### src/rtl/mf3_pkg.sv
// ----------------------------------------------------------------------------
// mf3_pkg
// Shared types and constants of the 3x3 median filter: pixel type, register
// widths and reset values, window size and the stage tag of the median tree.
// ----------------------------------------------------------------------------
package mf3_pkg;

    localparam int PIXEL_BITS        = 8;
    localparam int DEFAULT_MAX_WIDTH = 1024;
    localparam int MAX_HEIGHT        = 4096;
    localparam int ROW_BITS          = 13;
    localparam int WIN_CELLS         = 9;
    localparam int FIFO_DEPTH        = 8;

    localparam int CFG_ADDR_BITS     = 3;
    localparam int CFG_DATA_BITS     = 32;
    localparam int WIDTH_REG_BITS    = 11;
    localparam int HEIGHT_REG_BITS   = 13;
    localparam int WIDTH_RESET       = 1024;
    localparam int HEIGHT_RESET      = 1024;

    typedef logic [PIXEL_BITS-1:0] pixel_t;

    // travels alongside an item through the median tree
    typedef struct packed {
        logic valid;
        logic last;
    } med_tag_t;

endpackage

### src/rtl/mf3_median.sv
// ----------------------------------------------------------------------------
// mf3_median
// Three-stage median-of-nine network: sort each window column, take the
// max of lows, median of mids and min of highs, then the median of those.
// ----------------------------------------------------------------------------
module mf3_median (
    input  logic               clk,
    input  logic               rst_n,
    input  mf3_pkg::med_tag_t  tag_in,
    input  mf3_pkg::pixel_t    cells [mf3_pkg::WIN_CELLS],
    output mf3_pkg::med_tag_t  tag_out,
    output mf3_pkg::pixel_t    median
);

    function automatic mf3_pkg::pixel_t min2(input mf3_pkg::pixel_t a, input mf3_pkg::pixel_t b);
        return (a < b) ? a : b;
    endfunction

    function automatic mf3_pkg::pixel_t max2(input mf3_pkg::pixel_t a, input mf3_pkg::pixel_t b);
        return (a < b) ? b : a;
    endfunction

    function automatic mf3_pkg::pixel_t med3(input mf3_pkg::pixel_t a,
                                             input mf3_pkg::pixel_t b,
                                             input mf3_pkg::pixel_t c);
        return max2(min2(a, b), min2(max2(a, b), c));
    endfunction

    mf3_pkg::med_tag_t tag_a_reg, tag_b_reg, tag_c_reg;
    mf3_pkg::pixel_t   lo_next  [3];
    mf3_pkg::pixel_t   mid_next [3];
    mf3_pkg::pixel_t   hi_next  [3];
    mf3_pkg::pixel_t   lo_reg   [3];
    mf3_pkg::pixel_t   mid_reg  [3];
    mf3_pkg::pixel_t   hi_reg   [3];
    mf3_pkg::pixel_t   max_lo_reg, med_mid_reg, min_hi_reg, median_reg;

    // sort each column of three
    always_comb
    begin
        for (int c = 0; c < 3; c++)
        begin
            lo_next[c]  = min2(min2(cells[c*3], cells[c*3+1]), cells[c*3+2]);
            hi_next[c]  = max2(max2(cells[c*3], cells[c*3+1]), cells[c*3+2]);
            mid_next[c] = med3(cells[c*3], cells[c*3+1], cells[c*3+2]);
        end
    end

    always_ff @(posedge clk or negedge rst_n)
    begin
        if (!rst_n)
        begin
            tag_a_reg <= '0;
            tag_b_reg <= '0;
            tag_c_reg <= '0;
        end
        else
        begin
            tag_a_reg <= tag_in;
            tag_b_reg <= tag_a_reg;
            tag_c_reg <= tag_b_reg;
        end
    end

    always_ff @(posedge clk)
    begin
        lo_reg      <= lo_next;
        mid_reg     <= mid_next;
        hi_reg      <= hi_next;
        max_lo_reg  <= max2(max2(lo_reg[0], lo_reg[1]), lo_reg[2]);
        med_mid_reg <= med3(mid_reg[0], mid_reg[1], mid_reg[2]);
        min_hi_reg  <= min2(min2(hi_reg[0], hi_reg[1]), hi_reg[2]);
        median_reg  <= med3(max_lo_reg, med_mid_reg, min_hi_reg);
    end

    assign tag_out = tag_c_reg;
    assign median  = median_reg;

endmodule

### config.mk
export PLATFORM = sky130hd
export DESIGN_NAME = mf3_median
export DESIGN_NICKNAME = d
export VERILOG_FILES = /design/src/rtl/mf3_pkg.sv /design/src/rtl/mf3_median.sv
export SDC_FILE = /design/constraint.sdc
export NUM_CORES = 1
export LEC_CHECK = 0
export ABC_AREA = 1
export BUFFER_PORTS_ARGS = -buffer_cell sky130_fd_sc_hd__clkbuf_2
export CAP_MARGIN = 20
export CORE_ASPECT_RATIO = 0.8
export CORE_MARGIN = 2
export CORE_UTILIZATION = 40
export CTS_BUF_LIST = sky130_fd_sc_hd__clkbuf_16
export CTS_CLUSTER_DIAMETER = 200
export CTS_CLUSTER_SIZE = 16
export DETAILED_ROUTE_END_ITERATION = 8
export PLACE_DENSITY_LB_ADDON = 0.1
export SKIP_CTS_REPAIR_TIMING = 1
export SLEW_MARGIN = 25
export SYNTH_ARGS = -nofsm -noshare
export SYNTH_HDL_FRONTEND = slang
export SYNTH_SLANG_ARGS = --single-unit
export TNS_END_PERCENT = 1
### constraint.sdc
create_clock -name clk -period 4.9 [get_ports clk]
set_input_delay 0.735 -clock clk [delete_from_list [all_inputs] [get_ports clk]]
set_output_delay 0.735 -clock clk [all_outputs]
set_load 0.02 [all_outputs]
# Word level (Yosys, flattened, before mapping)
# Index checks and enable logic that the tools add are counted.
op_classes:
  n_lt_le_gt_ge: 22
  muxes: 30
op_table:
  columns: ["op", "count"]
  rows:
  - ["$mux 8", 30]
  - ["$lt 8x8->1", 22]
totals:
  register_bits: 110
  input_bits: 76
  output_inout_bits: 10
  elab_cells: 71

# Logic depth before layout (Yosys ltp)
# Gate-level depths: netlist (run 1).
logic_depth:
  ltp_word: 6
  depth_mapped: 31
  mapped_depth_nobuf: 28

# Worst setup path before layout (run 1)
# OpenSTA, ideal clock, no wires.
synth_path:
  path_type: "input port to flip-flop"
  startpoint: "input port cells[13] (netlist name)"
  endpoint: "register mid_reg[5] (netlist name)"
  setup_ps: 113
  arrival_time_ps: 4362
  t_required_ps: 4787
  setup_slack_ps: 425
  cell_stages: 25
  path_buffers: 3
  path_cell_list: "inv_1 -> ha_1 -> a21oi_1 -> o21a_1 -> nand2_2 -> buf_2 -> buf_2 -> o21ai_0 -> ha_1 -> a21oi_1 -> nor2_1 -> a211oi_1 -> nand2_2 -> buf_4 -> inv_1 -> nand2_1 -> o21ai_0 -> inv_1 -> ha_1 -> a21oi_1 -> nor2_1 -> a211oi_2 -> nand2_4 -> nand2_1 -> nand2_1"
synth_lines:
  columns: ["element", "line", "text"]
  rows:
  - ["from (decl)", "mf3_median.sv:10", "input mf3_pkg::pixel_t cells [mf3_pkg::WIN_CELLS],"]
  - ["to (signal assigned)", "mf3_median.sv:68", "mid_reg <= mid_next;"]
  - ["to (decl)", "mf3_median.sv:34", "mf3_pkg::pixel_t mid_reg [3];"]

==> impl_metrics.json, run 1 <==
{
  "cpMostUsedCell": "nand2_1",
  "min_period_over_period_pct": 89.17,
  "cts_buffers": 9,
  "multi_input_area_sq_mm": 0.005821,
  "worst_ep_required_time_ns": 5.14,
  "setup_viol": 0,
  "yosys-top-cells-area": "dfxtp_1, ha_1, nand2_1",
  "crit_chain": "clkbuf_2 > inv_1 > ha_1 > nand2_1 > inv_1 > nor2_1 > o21a_1 > nand2_2 > o21ai_0 > ha_1 > a21oi_1 > nor2_1 > a211oi_1 > nand2_1 > buf_4 > o21ai_0 > ha_1 > a21oi_1 > nand2_2 > nand2_4 > nand2_4 > nand2_1 > nand2_1",
  "tightestPinTransition_ns": 0.6582,
  "io_buffer_count": 85,
  "dieHeight_um": 138.2,
  "hpwl_um": 18580,
  "cp-end-kind": "register",
  "critical-path-max-stage-delay_ns": 0.32,
  "finalSetupTns_ns": 0,
  "regArea_sq_mm": 0.002232,
  "maxClockFrequency_mhz": 228.9,
  "slowest_stage": "ha_1",
  "yosysTopAreaCellShare_pct": 23.12,
  "clk_path_buf_depth": 2,
  "vias": 8170,
  "yosys.area.top_type": "dfxtp_1",
  "dieArea_sq_mm": 0.02374,
  "finalMaxSlewViolations": 0,
  "grt_overflow_total": 0,
  "drt_pre_antenna_iters": 5,
  "areaGrowthSynthToFinish_pct": 12.29,
  "clk-insertion-delay-late_ns": 0.35,
  "avgSynthCellArea_sq_um": 6.691,
  "path_clk_slew_ns": 0.07,
  "routabilityCongestion": 0.8494,
  "reg2reg_depth": 23,
  "ctsRootBufferMaster": "clkbuf_16",
  "h-tree-depth": 3,
  "core_area_sq_mm": 0.02232,
  "wl_per_cell_um": 12.30,
  "regToRegEndpoint": "med_mid_reg[7]$_DFF_P_",
  "cts_tree": "done",
  "drv_cap": 0,
  "num_antenna_cells": 0,
  "hold_class": "in2async",
  "clock_sinks": 110,
  "synthCells": 1346,
  "status": "complete, no violations",
  "grt_pass1_vias": 7568,
  "critPathCapture": "mid_reg[20]$_DFF_P_",
  "grt_setup_unrepaired": "no",
  "wl_met3_um": 744,
  "num_io_pins": 86,
  "remaining_drc_errors": 0,
  "preCtsSetupSlack_ns": 0.1837,
  "critPathArrivalTime_ns": 4.61,
  "drt-met1-wl_um": 11390,
  "grt_pass1_wl_um": 36670,
  "fill_cells": 2397,
  "synth_cell_types": 24,
  "ant_nets": 0,
  "start_util_pct": 40.36,
  "setup_ws_ns": 0.5307,
  "path_class": "in2reg",
  "fin_crit_ns": 4.369,
  "syn_nets": 1576,
  "relSlewSlack_pct": 55.66,
  "layout-drive-gt1-share_pct": 12.11,
  "top_layer": "met4",
  "path_max_fanout": 21,
  "totalWireLength_um": 21430,
  "ys_ff_latch": 110,
  "antenna_found_initial": 0,
  "start_kind": "primary input",
  "reg2reg_setup_slack_ns": 0.70,
  "startpoint": "cells[63]",
  "timing.rr.start": "mid_reg[15]$_DFF_P_",
  "grt_max_degree": 32,
  "yosysSeqAreaShare_pct": 24.78,
  "routed-wl-met2_um": 9148,
  "skew_ns": 0.01375,
  "track_usage_pct": 19.22,
  "nets": 1662,
  "via_per_inst": 4.687,
  "final_hold_viol_count": 0,
  "drt-initial-drc-count": 436,
  "rows": 49,
  "fp.dieW_um": 171.8,
  "ys_warn_count": 0,
  "synth_area_sq_mm": 0.009006
}
## metrics by stage
| step | instances | area [sq um] | util (%) | hold WS, ns |
|---|---|---|---|---|
| 2_1_floorplan | 1346 | 9006 | - | 0.3312 |
| 3_3_place_gp | 1727 | 9803 | 43.93 | 0.3319 |
| 3_5_place_dp | 1727 | 9803 | 43.93 | 0.3362 |
| 4_1_cts | 1743 | 10110 | 45.32 | 0.1802 |
| 5_1_grt | 1743 | 10110 | 45.32 | 0.1829 |
| 6_report | 1743 | 10110 | 45.32 | 0.1936 |
## critical path, delay by kind of cell
family / cells / cell delay (ns)
compound gates: 6 / 1.41
fa+ha+maj: 3 / 0.93
simple gates: 10 / 1.10
buf+inv: 4 / 0.44
## final cells by class
class | instances | area share (%)
Inverter | 207 | 7.683
Timing Repair Buffer | 107 | 5.839
Clock buffer | 9 | 2.227
Multi-Input combinational cell | 997 | 57.55
Tap cell | 306 | 3.786
Sequential cell | 110 | 22.07
Clock inverter | 7 | 0.8413
## placed cells by master, fill, tap and decap left out
cell type,n
o21ai_2,7
nand2_4,10
nor2_1,96
o21a_1,6
nand2_1,364
a21oi_1,114
and2_1,7
buf_4,22
inv_6,3
ha_1,154
nand4_1,5
clkbuf_16,9
dfxtp_1,104
nand3_1,69
o21ai_1,13
clkinv_4,2
inv_8,1
o211ai_1,3
o21ai_0,105
nand2_2,25
clkbuf_2,85
o211ai_2,4
dfrtp_1,6
bufinv_16,1
a211oi_2,5
a211oi_1,10
inv_1,207
## cells in the mapped netlist
| cell type | n |
|---|---|
| o21ai_0 | 106 |
| buf_2 | 24 |
| o21a_1 | 6 |
| nand2_4 | 10 |
| and2_1 | 7 |
| dfrtp_1 | 6 |
| nand2_2 | 25 |
| buf_4 | 3 |
| o211ai_1 | 3 |
| dfxtp_1 | 104 |
| buf_6 | 2 |
| inv_1 | 207 |
| o21ai_1 | 12 |
| nand4_1 | 5 |
| o211ai_2 | 4 |
| clkbuf_1 | 3 |
| nand2_1 | 364 |
| ha_1 | 154 |
| a211oi_1 | 10 |
| a211oi_2 | 5 |
| o21ai_2 | 7 |
| nor2_1 | 96 |
| a21oi_1 | 114 |
| nand3_1 | 69 |
## cells by family after synthesis
kind of cell	after synthesis	share of synthesized area, %
AND/OR/NAND/NOR	576	26.83
AO/OA/AOI/OAI	267	16.41
buffers and inverters	239	10.59
adder cells (fa/ha/maj)	154	21.39
flip-flops	110	24.78
## how the worst min path moves through the flow
stage	endpoint	slack (ns)
final	tag_out[1]$_DFF_PN0_	0.19
after global routing	tag_out[1]$_DFF_PN0_	0.18
after CTS	tag_out[0]$_DFF_PN0_	0.18
after detailed placement	tag_out[0]$_DFF_PN0_	0.34
after global placement	tag_out[0]$_DFF_PN0_	0.33
after floorplan	tag_b_reg[0]$_DFF_PN0_	0.33
## routing by layer
layer / up-vias / GRT usage [%]
li1: 4531 / -
met2: 130 / 30.14
met5: - / 0
met3: 15 / 2.920
met4: 0 / 2.963
met1: 3494 / 28.33
Power of run 1 is left out: the tool's default activity adds up to more than one toggle a clock period on the data nets, which glitch-free logic cannot reach.
==> run 2, diff against run 1 <==
CAP_MARGIN = 10   (was 20)
CORE_UTILIZATION = 48   (was 40)
==> impl_metrics.json, run 2 (synthesis gave the netlist of run 1 again) <==
{
  "start_kind": "primary input",
  "tightestPinTransition_ns": 0.7376,
  "path_delay_family": "compound AO/OA/AOI/OAI gates",
  "nets": 1654,
  "drt-met1-wl_um": 10810,
  "wl_met3_um": 727,
  "maxClockFrequency_mhz": 227.0,
  "routed-wl-met2_um": 8982,
  "path_buf_inv": 4,
  "ant_nets": 0,
  "finalMaxSlewViolations": 0,
  "fill_cells": 1886,
  "drt-initial-drc-count": 475,
  "path_class": "in2reg",
  "core_area_sq_mm": 0.01828,
  "grt_overflow_total": 0,
  "num_antenna_cells": 0,
  "layout-drive-gt1-share_pct": 11.55,
  "hold_class": "in2async",
  "start_util_pct": 49.27,
  "ctsRootBufferMaster": "clkbuf_16",
  "slowest_stage": "o21ai_0",
  "cts_tree": "done",
  "dieArea_sq_mm": 0.01988,
  "clk-insertion-delay-late_ns": 0.35,
  "track_usage_pct": 21.80,
  "rows": 44,
  "drv_cap": 0,
  "io_buffer_count": 85,
  "top_layer": "met4",
  "multi_input_area_sq_mm": 0.005821,
  "skew_ns": 0.008299,
  "totalWireLength_um": 20780,
  "timing.rr.start": "med_mid_reg[7]$_DFF_P_",
  "critPathArrivalTime_ns": 4.64,
  "remaining_drc_errors": 0,
  "setup_viol": 0,
  "hpwl_um": 17640,
  "final_common_cell": "nand2_1",
  "dieHeight_um": 126.5,
  "relSlewSlack_pct": 50.31,
  "clock_sinks": 110,
  "vias": 8238,
  "antenna_found_initial": 0,
  "cts_buffers": 9,
  "crit_chain": "clkbuf_2 > inv_1 > ha_1 > a21oi_1 > o21a_1 > nand2_2 > o21ai_0 > ha_1 > a21oi_1 > nor2_1 > a211oi_1 > nand2_2 > buf_4 > o21ai_0 > ha_1 > nand2_1 > nor2_1 > a211oi_2 > buf_4 > nand2_4 > nand2_1 > nand2_1",
  "via_per_inst": 4.901,
  "status": "complete, no violations",
  "path_max_fanout": 23,
  "min_period_over_period_pct": 89.92,
  "routabilityCongestion": 0.8446,
  "mostFrequentLayoutCells": "nand2_1, inv_1, ha_1",
  "drt_pre_antenna_iters": 5,
  "critical-path-max-stage-delay_ns": 0.36,
  "num_io_pins": 86,
  "finalSetupTns_ns": 0,
  "regArea_sq_mm": 0.002232,
  "worst_ep_required_time_ns": 5.14,
  "grt_pass1_vias": 7441,
  "grt_setup_unrepaired": "no",
  "grt_pass1_wl_um": 34980,
  "path_clk_slew_ns": 0.07,
  "fp.dieW_um": 157.1,
  "h-tree-depth": 3,
  "clk_path_buf_depth": 2,
  "areaGrowthSynthToFinish_pct": 10.54,
  "grt_max_degree": 32,
  "cp-end-kind": "register",
  "fin_crit_ns": 4.406,
  "final_hold_viol_count": 0,
  "startpoint": "cells[13]",
  "wl_per_cell_um": 12.36
}
==> run 2: worst paths after layout <==
path	to	slack, ns	cells past startpoint
min in group clk	tag_b_reg[0]$_DFF_PN0_	0.35	0
setup / recovery	mid_reg[7]$_DFF_P_	0.49	22
hold / removal	tag_out[1]$_DFF_PN0_	0.20	1
max in group asynchronous	tag_b_reg[0]$_DFF_PN0_	4.56	1
hold reg to reg	tag_b_reg[0]$_DFF_PN0_	0.35	0
setup reg to reg	median[0]$_DFF_P_	0.58	22
==> run 2: cell type report <==
type | instances | area share [%]
Clock buffer | 9 | 2.262
Sequential cell | 110 | 22.42
Clock inverter | 6 | 0.5404
Inverter | 207 | 7.804
Tap cell | 253 | 3.180
Multi-Input combinational cell | 997 | 58.46
Timing Repair Buffer | 99 | 5.329
==> run 2: layer usage <==
metal	vias up	track usage [%]
met5	-	0
met4	0	4.545
met3	18	3.006
met2	139	35.14
met1	3564	31.15
li1	4517	-
==> run 2: metrics by stage <==
| step | cell area (sq um) | setup WS (ns) | cells | utilization [%] | hold WS, ns |
|---|---|---|---|---|---|
| floorplan | 9006 | 0.4253 | 1346 | - | 0.3312 |
| global placement | 9677 | 0.2627 | 1666 | 52.94 | 0.3314 |
| detailed placement | 9677 | 0.2123 | 1666 | 52.94 | 0.3347 |
| CTS | 9956 | 0.5546 | 1681 | 54.47 | 0.1814 |
| global route | 9956 | 0.09101 | 1681 | 54.47 | 0.1923 |
| finish | 9956 | 0.4941 | 1681 | 54.47 | 0.1952 |
Power of run 2 is left out for the same reason.
